--- config.mk ---
export PLATFORM = sky130hd
export DESIGN_NAME = console_line_editor_top
export DESIGN_NICKNAME = d
export VERILOG_FILES = /design/src/rtl/cle_pkg.sv /design/src/rtl/console_line_editor_top.sv /design/src/rtl/cle_store.sv /design/src/rtl/cle_ctrl.sv
export SDC_FILE = /design/constraint.sdc
export NUM_CORES = 2
export LEC_CHECK = 0
export ABC_AREA = 1
export BUFFER_PORTS_ARGS = -buffer_cell sky130_fd_sc_hd__buf_2
export CORE_MARGIN = 2
export CORE_UTILIZATION = 30
export DETAILED_ROUTE_END_ITERATION = 16
export PLACE_DENSITY = 0.44
export SYNTH_ARGS = -nofsm -noshare
export SYNTH_HDL_FRONTEND = slang
export SYNTH_SLANG_ARGS = --single-unit
--- constraint.sdc ---
create_clock -name clk -period 6.1 [get_ports clk]
set_clock_uncertainty 0.05 [all_clocks]
set_input_delay 0.915 -clock clk [delete_from_list [all_inputs] [get_ports clk]]
set_output_delay 0.915 -clock clk [all_outputs]
set_load 0.005 [all_outputs]
--- src/rtl/cle_pkg.sv ---
// ----------------------------------------------------------------------------
// cle_pkg
// Shared constants and types of the console line editor.
// ----------------------------------------------------------------------------
package cle_pkg;

	localparam int LINE_SIZE_DEF = 128;
	localparam int CW            = 8;   // count and byte width

	// result action codes
	localparam logic [2:0] ACT_NONE  = 3'd0;
	localparam logic [2:0] ACT_ECHO  = 3'd1;
	localparam logic [2:0] ACT_TAB   = 3'd2;
	localparam logic [2:0] ACT_ERASE = 3'd3;
	localparam logic [2:0] ACT_DONE  = 3'd4;
	localparam logic [2:0] ACT_INTR  = 3'd5;
	localparam logic [2:0] ACT_BELL  = 3'd6;
	localparam logic [2:0] ACT_READ  = 3'd7;

	// command codes
	localparam logic CMD_KEY  = 1'b0;
	localparam logic CMD_READ = 1'b1;

	// key codes
	localparam logic [7:0] KEY_NUL   = 8'h00;
	localparam logic [7:0] KEY_CTRLC = 8'h03;
	localparam logic [7:0] KEY_BS    = 8'h08;
	localparam logic [7:0] KEY_TAB   = 8'h09;
	localparam logic [7:0] KEY_LF    = 8'h0A;
	localparam logic [7:0] KEY_CR    = 8'h0D;
	localparam logic [7:0] KEY_CTRLU = 8'h15;
	localparam logic [7:0] KEY_CTRLW = 8'h17;
	localparam logic [7:0] KEY_SPACE = 8'h20;
	localparam logic [7:0] KEY_DEL   = 8'h7F;

	typedef struct packed {
		logic          we;
		logic [CW-1:0] waddr;
		logic [CW-1:0] wdata;
		logic [CW-1:0] raddr;
	} mem_req_t;

	typedef struct packed {
		logic          valid;
		logic [2:0]    action;
		logic [CW-1:0] echo_char;
		logic [CW-1:0] erase_count;
		logic [CW-1:0] line_length;
		logic [CW-1:0] read_data;
	} res_t;

endpackage

--- src/rtl/console_line_editor_top.sv ---
// ----------------------------------------------------------------------------
// console_line_editor_top
// Terminal line editor: edits a line store from key bytes, answers reads.
// ----------------------------------------------------------------------------
//  channel  | handshake            | payload
//  ---------+----------------------+-----------------------------------------
//  request  | start, busy          | command, key_byte, read_index
//  result   | done (1-cycle pulse) | action, echo_char, erase_count,
//           |                      | line_length, read_data
//
//  Plain keys, NUL, Enter, ^C, ^U, BS/DEL: execute state, then finish state.
//  Reads add a state for the registered store read. TAB writes the store
//  once per cycle for the four entries. ^W on an empty line runs like a
//  plain key, else through read and check states per erased character until
//  the line empties or stops at a space; each entry check is one store read.
//  Next request is taken in the cycle done is high. Reset clears count and
//  line state; the store holds no reset value. Results cannot be stalled.
// ----------------------------------------------------------------------------
module console_line_editor_top #(
	parameter int LINE_SIZE = cle_pkg::LINE_SIZE_DEF
) (
	input  logic                   clk,
	input  logic                   arst_n,
	input  logic                   start,
	output logic                   busy,
	input  logic                   command,
	input  logic [cle_pkg::CW-1:0] key_byte,
	input  logic [cle_pkg::CW-1:0] read_index,
	output logic                   done,
	output logic [2:0]             action,
	output logic [cle_pkg::CW-1:0] echo_char,
	output logic [cle_pkg::CW-1:0] erase_count,
	output logic [cle_pkg::CW-1:0] line_length,
	output logic [cle_pkg::CW-1:0] read_data
);

	cle_pkg::mem_req_t      mem_req;
	logic [cle_pkg::CW-1:0] mem_rdata;
	cle_pkg::res_t          res;

	cle_store #(.LINE_SIZE(LINE_SIZE)) u_store (
		.clk   (clk),
		.req   (mem_req),
		.rdata (mem_rdata)
	);

	cle_ctrl #(.LINE_SIZE(LINE_SIZE)) u_ctrl (
		.clk        (clk),
		.arst_n     (arst_n),
		.start      (start),
		.command    (command),
		.key_byte   (key_byte),
		.read_index (read_index),
		.mem_rdata  (mem_rdata),
		.mem_req    (mem_req),
		.res        (res),
		.busy       (busy)
	);

	always_ff @(posedge clk or negedge arst_n) begin
		if (!arst_n)
			done <= 1'b0;
		else
			done <= res.valid;
	end

	always_ff @(posedge clk) begin
		if (res.valid) begin
			action      <= res.action;
			echo_char   <= res.echo_char;
			erase_count <= res.erase_count;
			line_length <= res.line_length;
			read_data   <= res.read_data;
		end
	end

endmodule

--- src/rtl/cle_store.sv ---
// ----------------------------------------------------------------------------
// cle_store
// Line store: one write port, one registered read port.
// ----------------------------------------------------------------------------
module cle_store #(
	parameter int LINE_SIZE = cle_pkg::LINE_SIZE_DEF
) (
	input  logic                   clk,
	input  cle_pkg::mem_req_t      req,
	output logic [cle_pkg::CW-1:0] rdata
);

	localparam int DEPTH = LINE_SIZE + 1;
	localparam int AW    = $clog2(DEPTH);

	logic [cle_pkg::CW-1:0] mem [DEPTH];

	always_ff @(posedge clk) begin
		if (req.we)
			mem[req.waddr[AW-1:0]] <= req.wdata;
		rdata <= mem[req.raddr[AW-1:0]];
	end

endmodule

--- src/rtl/cle_ctrl.sv ---
// ----------------------------------------------------------------------------
// cle_ctrl
// Key decode sequencer with a shared count step; walks the store for ^W
// and writes the tab expansion one entry per cycle.
// ----------------------------------------------------------------------------
module cle_ctrl #(
	parameter int LINE_SIZE = cle_pkg::LINE_SIZE_DEF
) (
	input  logic                   clk,
	input  logic                   arst_n,
	input  logic                   start,
	input  logic                   command,
	input  logic [cle_pkg::CW-1:0] key_byte,
	input  logic [cle_pkg::CW-1:0] read_index,
	input  logic [cle_pkg::CW-1:0] mem_rdata,
	output cle_pkg::mem_req_t      mem_req,
	output cle_pkg::res_t          res,
	output logic                   busy
);

	localparam int CW = cle_pkg::CW;
	localparam logic [CW-1:0] LIMIT = CW'(LINE_SIZE - 2);
	localparam logic [CW-1:0] ONE   = CW'(1);

	localparam logic [2:0] ST_IDLE = 3'd0;
	localparam logic [2:0] ST_EXEC = 3'd1;
	localparam logic [2:0] ST_RDAT = 3'd2;
	localparam logic [2:0] ST_TABW = 3'd3;
	localparam logic [2:0] ST_WRD  = 3'd4;
	localparam logic [2:0] ST_WCHK = 3'd5;
	localparam logic [2:0] ST_FIN  = 3'd6;

	logic [2:0]    state_q;
	logic          cmd_q;
	logic [CW-1:0] key_q, idx_q;
	logic [CW-1:0] cnt_q, ers_q, rdata_q;
	logic [2:0]    act_q;
	logic [1:0]    rem_q;
	logic          closed_q;

	// shared count unit: +1 or -1
	logic          dec;
	logic [CW-1:0] cnt_step;
	assign cnt_step = dec ? (cnt_q - ONE) : (cnt_q + ONE);

	always_comb begin
		dec = (state_q == ST_EXEC) || (state_q == ST_WRD) || (state_q == ST_WCHK);
	end

	always_comb begin
		mem_req       = '0;
		mem_req.raddr = (state_q == ST_WRD) ? cnt_step : idx_q;
		mem_req.waddr = cnt_q;
		if (state_q == ST_TABW) begin
			mem_req.we    = 1'b1;
			mem_req.wdata = (rem_q != 2'd0) ? cle_pkg::KEY_SPACE : key_q;
		end else begin
			mem_req.wdata = key_q;
			mem_req.we    = (state_q == ST_EXEC) && (cmd_q == cle_pkg::CMD_KEY) &&
			                (key_q != cle_pkg::KEY_TAB) && (cnt_q < LIMIT);
			case (key_q)
				cle_pkg::KEY_CR, cle_pkg::KEY_LF, cle_pkg::KEY_NUL, cle_pkg::KEY_CTRLC,
				cle_pkg::KEY_CTRLU, cle_pkg::KEY_CTRLW, cle_pkg::KEY_BS,
				cle_pkg::KEY_DEL: mem_req.we = 1'b0;
				default: ;
			endcase
		end
	end

	always_comb begin
		res             = '0;
		res.valid       = (state_q == ST_FIN);
		res.action      = act_q;
		res.line_length = cnt_q;
		res.echo_char   = (act_q == cle_pkg::ACT_ECHO)  ? key_q   : '0;
		res.erase_count = (act_q == cle_pkg::ACT_ERASE) ? ers_q   : '0;
		res.read_data   = (act_q == cle_pkg::ACT_READ)  ? rdata_q : '0;
	end

	assign busy = (state_q != ST_IDLE);

	always_ff @(posedge clk or negedge arst_n) begin
		if (!arst_n) begin
			state_q  <= ST_IDLE;
			cnt_q    <= '0;
			closed_q <= 1'b0;
		end else begin
			unique case (state_q)
				ST_IDLE: begin
					if (start) begin
						state_q <= ST_EXEC;
						if (command == cle_pkg::CMD_KEY && closed_q) begin
							cnt_q    <= '0;
							closed_q <= 1'b0;
						end
					end
				end
				ST_EXEC: begin
					state_q <= ST_FIN;
					if (cmd_q == cle_pkg::CMD_READ) begin
						state_q <= ST_RDAT;
					end else begin
						case (key_q)
							cle_pkg::KEY_CR, cle_pkg::KEY_LF: closed_q <= 1'b1;
							cle_pkg::KEY_NUL: ;
							cle_pkg::KEY_CTRLC, cle_pkg::KEY_CTRLU: cnt_q <= '0;
							cle_pkg::KEY_CTRLW: begin
								if (cnt_q != '0) begin
									cnt_q   <= cnt_step;
									state_q <= ST_WRD;
								end
							end
							cle_pkg::KEY_BS, cle_pkg::KEY_DEL: begin
								if (cnt_q != '0)
									cnt_q <= cnt_step;
							end
							default: begin
								if (cnt_q < LIMIT) begin
									if (key_q == cle_pkg::KEY_TAB)
										state_q <= ST_TABW;
									else
										cnt_q <= cnt_q + ONE;
								end
							end
						endcase
					end
				end
				ST_RDAT: state_q <= ST_FIN;
				ST_TABW: begin
					cnt_q <= cnt_step;
					if (rem_q == 2'd0)
						state_q <= ST_FIN;
				end
				ST_WRD: begin
					if (cnt_q == '0)
						state_q <= ST_FIN;
					else
						state_q <= ST_WCHK;
				end
				ST_WCHK: begin
					if (mem_rdata != cle_pkg::KEY_SPACE) begin
						cnt_q   <= cnt_step;
						state_q <= ST_WRD;
					end else begin
						state_q <= ST_FIN;
					end
				end
				ST_FIN: state_q <= ST_IDLE;
				default: state_q <= ST_IDLE;
			endcase
		end
	end

	// payload registers
	always_ff @(posedge clk) begin
		unique case (state_q)
			ST_IDLE: begin
				cmd_q   <= command;
				key_q   <= key_byte;
				idx_q   <= read_index;
				ers_q   <= '0;
				rdata_q <= '0;
				rem_q   <= 2'd3;
				act_q   <= cle_pkg::ACT_NONE;
			end
			ST_EXEC: begin
				if (cmd_q == cle_pkg::CMD_READ) begin
					act_q <= cle_pkg::ACT_READ;
				end else begin
					case (key_q)
						cle_pkg::KEY_CR, cle_pkg::KEY_LF: act_q <= cle_pkg::ACT_DONE;
						cle_pkg::KEY_NUL: act_q <= cle_pkg::ACT_NONE;
						cle_pkg::KEY_CTRLC: act_q <= cle_pkg::ACT_INTR;
						cle_pkg::KEY_CTRLU: begin
							if (cnt_q != '0) begin
								ers_q <= cnt_q;
								act_q <= cle_pkg::ACT_ERASE;
							end
						end
						cle_pkg::KEY_CTRLW, cle_pkg::KEY_BS, cle_pkg::KEY_DEL: begin
							if (cnt_q != '0) begin
								ers_q <= ONE;
								act_q <= cle_pkg::ACT_ERASE;
							end
						end
						default: begin
							if (cnt_q >= LIMIT)
								act_q <= cle_pkg::ACT_BELL;
							else if (key_q == cle_pkg::KEY_TAB)
								act_q <= cle_pkg::ACT_TAB;
							else
								act_q <= cle_pkg::ACT_ECHO;
						end
					endcase
				end
			end
			ST_RDAT: begin
				if (idx_q < cnt_q)
					rdata_q <= mem_rdata;
			end
			ST_TABW: rem_q <= rem_q - 2'd1;
			ST_WCHK: begin
				if (mem_rdata != cle_pkg::KEY_SPACE)
					ers_q <= ers_q + ONE;
			end
			default: ;
		endcase
	end

endmodule

==> results.py <==
metrics = {
    "power_and_ir_drop": {
        "ir_worst_vdd_uv": 473,
        "p_total_uw": 28900,
        "power.density_nw_per_um2": 513,
        "p_leak_uw": 0.0226,
    },
    "route": {
        "drtAntennaViolNets": 0,
        "drcViolationCount": 0,
        "wl_per_cell_microns": 21.2,
        "drt_pass1_iterations": 5,
        "num_vias": 33462,
        "wirelength_mm": 151,
        "drt_iter0_drc": 3024,
        "avgViaCountPerCell": 4.68,
    },
    "die": {
        "start_util": 0.302,
        "die_x_microns": 411,
        "ioPinCount": 57,
        "placementRows": 149,
        "die_area_sq_um": 169000,
        "die_height_microns": 411,
        "design.core.area_sq_um": 165000,
    },
    "sta": {
        "setup_viol": 0,
        "slew_viol_final": 0,
        "fin_tns_setup_ns": 0,
        "rsz0062_at_grt": "false",
        "hold_violations": 0,
        "period_minus_slack_ns": 4.30,
        "setup_ws_ns": 1.80,
        "fmax_ghz": 0.233,
        "min_period_over_period": 0.705,
        "max_slew.worst_pin.slew_ns": 1.20,
        "slew_headroom": 0.199,
    },
    "logic_synthesis": {
        "syn_nets": 4882,
        "synthTopCellsByArea": "edfxtp_1 (67%), nand2_1 (10%), nand3_1 (9.4%), inv_1 (6.0%), nor2_1 (1.5%)",
        "synth.most_common_cell": "nand2_1",
        "ys_types": 41,
        "synth_edf_count": 1105,
        "synth-seq-area-share": 0.677,
        "async_flop_share": 0.0115,
        "synth_area_sq_um": 49700,
        "ys_dominant_reg_cell": "edfxtp_1",
        "synth-warning-count": 0,
        "syn_inst": 4848,
        "synth_top_cell_by_area": "edfxtp_1",
        "post_synth.cell_area_avg_sq_um": 10.3,
        "synthTopCellsByCount": "nand2_1 (1369), edfxtp_1 (1105), nand3_1 (930)",
        "synth_top_area_share": 0.667,
        "synth_seq_cells": 1126,
    },
    "status": {
        "status": "finished, final reports clean",
    },
    "worst_setup_path": {
        "crit_path_start_kind": "flip-flop",
        "cp_common_cell": "nor2_1",
        "path_max_fanout": 19,
        "cp.required_ns": 6.43,
        "cp_cell_sequence": "inv_1 -> nor2_1 -> nand2_2 -> o31ai_1 -> nor2_1 -> nand3_1 -> nand2_2 -> nand4_1 -> nor2_1",
        "crit_type": "reg2reg",
        "crit_buf_inv": 1,
        "slowest_delay_ns": 0.96,
        "cp.arrival_ns": 4.63,
        "r2r_cells": 9,
        "slowest_stage": "nor2_1",
        "critPathCaptureType": "flip-flop",
        "cp_top_family": "simple AND/OR/NAND/NOR gates",
        "worst-path-stages": 9,
    },
    "global_route": {
        "track_usage": 0.178,
        "grt_pass1_wl_mm": 221,
        "grt_pass1_vias": 32397,
        "grt_max_degree": 136,
        "grt_overflow_total": 0,
        "antenna_found_initial": 5,
    },
    "layout": {
        "finalNetCount": 4894,
        "drive_gt1_frac": 0.0688,
        "area_growth_pct": 13.2,
        "n_fill_cell": 16735,
        "register_area_sq_um": 33700,
        "final_area_sq_um": 56300,
        "multi_input_area_sq_um": 11900,
    },
    "cts": {
        "cts_setup_buffers": 0,
        "ctsLongestPathBuffers": 3,
        "cts_resized": 0,
        "cts.clk_slew.worst_paths_ns": 0.06,
        "insertion_delay_ns": 0.76,
        "htree_levels": 4,
        "numCtsBuffers": 132,
        "root_buffer": "clkbuf_16",
        "clock-sinks": 1126,
        "ctsHoldBuffers": 1,
        "cts_tree": "done",
    },
    "placed_design": {
        "port_buffers": 56,
        "dp_hpwl_mm": 85.5,
        "place.gp.congestion": 0.847,
        "post_dp_cell_area_sq_um": 52400,
        "pre_cts_slack_ns": 1.78,
    },
    "worst_hold_path": {
        "whs_path_depth": 1,
        "hp-class": "in2reg",
    },
    "run": {
        "maxCapViolations": 0,
    },
}
-- sequential cells by signal (all words and copies together), names as in the netlist --
signal	flops
u_ctrl.closed_q	1
read_data	8
u_store.mem	1032
u_ctrl.cmd_q	1
u_store.rdata	8
action	3
u_ctrl.rdata_q	8
u_ctrl.key_q	8
u_ctrl.act_q	3
u_ctrl.idx_q	8
erase_count	8
u_ctrl.cnt_q	8
line_length	8
u_ctrl.ers_q	8
u_ctrl.state_q	3
echo_char	8
u_ctrl.rem_q	2
done	1
-- per-layer routing --
layer / wire length [microns] / GRT usage / vias to the layer above / share of wire
met1: 67400 / 0.243 / 16367 / 0.45
met5: 0 / 0 / - / 0
met2: 69900 / 0.282 / 946 / 0.46
li1: - / - / 15934 / -
met3: 9180 / 0.0341 / 215 / 0.061
met4: 4750 / 0.0609 / 0 / 0.031
-- placed cells by master (no fill, tap or decap), drive strengths merged, types with 2 or more instances in the layout --
cell type / instances
nand2: 1381
edfxtp: 1105
nand3: 932
inv: 803
nor2: 206
clkbuf: 176
buf: 117
o21ai: 67
clkinv: 48
ha: 14
nor3: 14
dfrtp: 13
a21oi: 12
o211ai: 11
nand4: 10
dfxtp: 8
xor2: 8
o31ai: 6
or2: 3
a31oi: 3
bufinv: 3
nor4: 2
o221ai: 2
a32o: 2
o32ai: 2
o22ai: 2
clkinvlp: 2
-- path summary, 6_finish.rpt --
path	end	slack [ns]	start
setup / recovery	u_store.mem[123][7]$_DFFE_PP_	1.80	u_ctrl.cnt_q[6]$_DFFE_PN0P_
hold / removal	u_ctrl.idx_q[3]$_DFFE_PP_	0.28	read_index[3]
setup reg to reg	u_store.mem[123][7]$_DFFE_PP_	1.80	u_ctrl.cnt_q[6]$_DFFE_PN0P_
hold reg to reg	u_store.rdata[3]$_DFF_P_	0.39	u_store.mem[128][3]$_DFFE_PP_
max in group asynchronous	done$_DFF_PN0_	5.13	arst_n
min in group asynchronous	u_ctrl.cnt_q[2]$_DFFE_PN0P_	0.57	arst_n
-- logic make-up after synthesis --
| group | count (synthesis) | share of synthesized area |
|---|---|---|
| buffers and inverters | 1041 | 0.0858 |
| xor gates and xnor gates | 8 | 0.00156 |
| adders and majority gates | 14 | 0.00352 |
| DFF | 1126 | 0.677 |
| and+or+nand+nor | 2550 | 0.219 |
| AOI/OAI and AO/OA | 109 | 0.0133 |
-- through the flow --
step / util / std cells / hold WS, ns
after floorplan: - / 4848 / 0.369
after global placement: 0.318 / 6914 / 0.381
after detailed placement: 0.318 / 6914 / 0.374
after CTS: 0.342 / 7146 / 0.231
after global routing: 0.342 / 7147 / 0.250
final: 0.342 / 7147 / 0.284
-- where the power goes --
group | internal [uW] | leakage [uW] | switching [uW]
logic | 2700 | 0.0105 | 8860
registers | 9700 | 0.0102 | 230
clock network | 4250 | 0.00192 | 3130
total | 16700 | 0.0226 | 12200
-- layout make-up --
cell class / instances / area share
Multi-Input combinational cell: 2681 / 0.212
Clock inverter: 55 / 0.00604
Clock buffer: 176 / 0.0640
Inverter: 801 / 0.0534
Timing Repair Buffer: 118 / 0.0182
Antenna cell: 1 / 0.0000444
Tap cell: 2189 / 0.0486
Sequential cell: 1126 / 0.598
Note: power is estimated with default switching activity, not from simulation.
